--- src/sv/dwhc_pkg.sv ---
// Shared constants and types for the dual window hit counter.
`default_nettype none
package dwhc_pkg;
    localparam int LONG_WINDOW  = 3600;
    localparam int SHORT_WINDOW = 10;
    localparam int CNT_W        = 16;
    localparam int IDX_W        = $clog2(LONG_WINDOW);
    localparam int SHORT_BACK   = SHORT_WINDOW % LONG_WINDOW;
    localparam int SSUM_W       = 20;
    localparam int LSUM_W       = 28;
    localparam int PER_W        = 16;
    localparam int IN_DATA_W    = 16;
    localparam int OUT_DATA_W   = SSUM_W + LSUM_W;
    localparam int OUT_USER_W   = 2;
    localparam int CFG_IDX_W    = 1;
    localparam int CFG_DATA_W   = 16;

    localparam logic [PER_W-1:0] SHORT_PERIOD_RST = PER_W'(10);
    localparam logic [PER_W-1:0] LONG_PERIOD_RST  = PER_W'(30);

    typedef enum logic [CFG_IDX_W-1:0] {
        CFG_SHORT_PERIOD = 1'b0,
        CFG_LONG_PERIOD  = 1'b1
    } t_cfg_idx;
endpackage
`default_nettype wire

--- src/sv/dwhc_period.sv ---
// Report period counter: flags the tick on which the count reaches the period.
`default_nettype none
module dwhc_period (
    input  wire logic                      i_clk,
    input  wire logic                      i_rst_n,
    input  wire logic                      i_tick,
    input  wire logic [dwhc_pkg::PER_W-1:0] i_period,
    output logic                           o_due
);
    import dwhc_pkg::*;

    logic [PER_W-1:0] r_count;
    logic [PER_W-1:0] n_count;
    logic [PER_W-1:0] count_inc;

    always_comb begin
        count_inc = r_count + PER_W'(1);
        o_due     = (count_inc == i_period);
        n_count   = o_due ? '0 : count_inc;
    end

    always_ff @(posedge i_clk) begin
        if (!i_rst_n) begin
            r_count <= '0;
        end else if (i_tick) begin
            r_count <= n_count;
        end
    end
endmodule
`default_nettype wire

--- config.mk ---
export PLATFORM = sky130hd
export DESIGN_NAME = dwhc_period
export DESIGN_NICKNAME = d
export VERILOG_FILES = /design/src/sv/dwhc_pkg.sv /design/src/sv/dwhc_period.sv
export SDC_FILE = /design/constraint.sdc
export NUM_CORES = 1
export LEC_CHECK = 0
export BUFFER_PORTS_ARGS = -buffer_cell sky130_fd_sc_hd__buf_2
export CAP_MARGIN = 0
export CORE_MARGIN = 3
export CORE_UTILIZATION = 54
export CTS_CLUSTER_DIAMETER = 30
export DETAILED_ROUTE_END_ITERATION = 7
export PLACE_DENSITY = 0.83
export SYNTH_ARGS = -nofsm -noshare
export SYNTH_HDL_FRONTEND = slang
export SYNTH_SLANG_ARGS = --single-unit
--- constraint.sdc ---
create_clock -name i_clk -period 4 [get_ports i_clk]
set_input_delay 0.2 -clock i_clk [delete_from_list [all_inputs] [get_ports i_clk]]
set_output_delay 0.2 -clock i_clk [all_outputs]
set_load 0.02 [all_outputs]
==> impl_metrics.ini <==
[run_status]
outcome = completed

[finish]
regMostFlops = r_count
areaGrowthSynthToFinish_pct = 7.19
final_common_cell = nand2_1
antenna_cells = 0
fin_nets = 216
largest_reg_flops = 16
top_regs = r_count x16
instances_no_fill = 223
drive_above_1_share = 0.185
mostFrequentLayoutCells = nand2_1 (26), buf_2 (19), dfxtp_1 (16), xor2_1 (14), nand3_1 (12)

[logic_synthesis]
synthTopCellsByArea = dfxtp_1 (23%), xor2_1 (8.7%), nand2_1 (6.9%)
syn_nets = 202
syn_area_um2 = 1410
yosysTopAreaCellShare = 0.227
ys_ff_latch = 16
synth_area_per_cell_um2 = 7.74
synth_largest_area_cell = dfxtp_1
syn_inst = 182
synth-main-ff-cell = dfxtp_1
synth_cell_types = 48
synth_edf_count = 0
yosysSeqAreaShare = 0.227
yosysWarnings = 0
synthArstFlopShare = 0

[clock_tree]
cts-root-buf = clkbuf_4
cts_resized = 0
cts_tree = yes
clockBufferDepth = 2
cts_hold_buf = 0
cts_setup_buffers = 0
h-tree-depth = 1
clkLatencyLatePin_ns = 0.29
cts.sinks = 16
cts_buffers = 3
clkSlewWorstSetupHoldPaths_ns = 0.10

[sta]
hold_viol = 0
setup_viol = 0
relSlewSlack = 0.462
fin_crit_ns = 2.87
max_freq_mhz = 349
finalMaxSlewViolations = 0
tightest_slew_ns = 0.806
finalCritPeriodShare = 0.716
fin_skew_ns = 0.00534
fin_setup_tns_ns = 0
rsz0062_at_grt = false

[global_routing]
grt_pass1_wl_um = 5660
grt-ovfl-total = 0
grt.total_usage = 0.215
grt_pass1_vias = 1269
top_usage_layer = met2
met3_usage = 0.0317
met2_usage = 0.356
grt_max_degree = 14
groute.layer.met1.usage = 0.290
grt_antenna_before_repair = 0

[pwr]
combPwrFrac = 0.158
power_leakage_nw = 0.611
vdd_drop_max_v = 0.000185
power.switching_w = 0.0000878
pwr-share-seq = 0.502
p_sw_frac = 0.268
internal_power_w = 0.000240
clockPowerShare = 0.340
power_density_nw_per_um2 = 217

[critical_path]
cp-end-kind = output port
cp_slowest_stage_delay_ns = 0.49
crit_required_ns = 3.80
worstPathArrival_ns = 2.67
worstReg2RegStart = r_count[0]$_SDFFE_PN0P_
crit_chain = ha_1 > and4_1 > nand2_1 > xor2_1 > a22o_1 > nor4_1 > nor4b_1 > buf_2
crit_start = r_count[0]$_SDFFE_PN0P_
path_max_fanout = 8
crit_slowest_cell = dfxtp_1
crit_type = reg -> out
cp-start-kind = flop

[floorplanning]
die_area_um2 = 3260
ios = 20
die_x_um = 57.1
rows = 17
start_util = 0.602
die_h_um = 57.1
fp.coreArea_um2 = 2340

[placed_design]
hpwl_um = 2650
place_congestion = 0.981
dp_cells = 219
port_buffers = 19

[hold_path]
hold_start = i_rst_n
worstHoldPathType = in -> reg

[job]
cap_violations = 0

[routing]
remaining_drc_errors = 0
dr.pass1.iters = 4
wl_um = 3420
dr.first_iter.drc_count = 54
vias = 1395
routedWlPerCell_um = 15.3
viasPerCell = 6.26
antenna_left = 0
## per-stage QoR
stage          power [W]  cell area (um^2)  hold slack [ns]   util  worst slack, ns
6_report        0.000327              1510            0.214  0.645             1.13
5_1_grt         0.000344              1510            0.214  0.645            0.846
4_1_cts         0.000328              1510            0.218  0.645             1.15
3_5_place_dp    0.000219              1470            0.516  0.630             1.21
3_3_place_gp    0.000217              1470            0.506  0.630             1.31
2_1_floorplan   0.000200              1410            0.346      -             1.45
## synth_stat cells (all sizes together), types with 4 or more instances
cell,count
nand2,26
dfxtp,16
xor2,14
nand3,12
xnor2,12
o21ai,11
and3,8
buf,8
nor2,8
a21oi,7
nand4,7
or2,4
## kinds of logic (layout without fill, tap and decap cells)
kind of cell             count (synthesis)  after routing  share of synthesized area
AO/OA/AOI/OAI                           35             35                      0.164
XOR/XNOR                                26             26                      0.167
adder cells (fa/ha/maj)                  1              1                    0.00888
buffers and inverters                   11             24                     0.0488
flip-flops                              16             16                      0.227
multiplexers                             1              1                    0.00711
AND/OR/NAND/NOR                         92             92                      0.377
## power by group through the flow
stage                     logic (W)  registers [W]  clock network [W]
final                     0.0000518       0.000164           0.000111
after detailed placement  0.0000511       0.000168                  0
after global placement    0.0000501       0.000167                  0
after global routing      0.0000572       0.000165           0.000122
after CTS                 0.0000514       0.000164           0.000113
after floorplan           0.0000330       0.000167                  0
## final cells by class
type / count / area (um^2)
Timing Repair Buffer: 19 / 95.1
Clock buffer: 4 / 36.3
Multi-Input combinational cell: 155 / 1020
Sequential cell: 16 / 320
Tap cell: 28 / 35.0
Inverter: 1 / 3.75
Fill cell: 223 / 830
## final timing paths
| path | to | depth (start not counted) | slack, ns |
|---|---|---|---|
| setup / recovery | o_due | 8 | 1.13 |
| hold / removal | r_count[10]$_SDFFE_PN0P_ | 2 | 0.21 |
| setup reg to reg | r_count[15]$_SDFFE_PN0P_ | 9 | 1.16 |
| hold reg to reg | r_count[1]$_SDFFE_PN0P_ | 2 | 0.56 |
## layer usage
layer | part of all wire | vias up
met5 | 0 | -
met4 | 0.010 | 0
met3 | 0.079 | 6
met2 | 0.47 | 58
met1 | 0.44 | 649
li1 | - | 682
## worst max-delay path: cells and delay by family (launching register included)
| family | cells | cell delay [ns] |
|---|---|---|
| AO/OA/AOI/OAI | 1 | 0.24 |
| XOR/XNOR | 1 | 0.19 |
| adder cells (fa/ha/maj) | 1 | 0.34 |
| buffers and inverters | 1 | 0.22 |
| flip-flops | 1 | 0.49 |
| AND/OR/NAND/NOR | 4 | 0.91 |
Power figures use the tool's default switching activity.
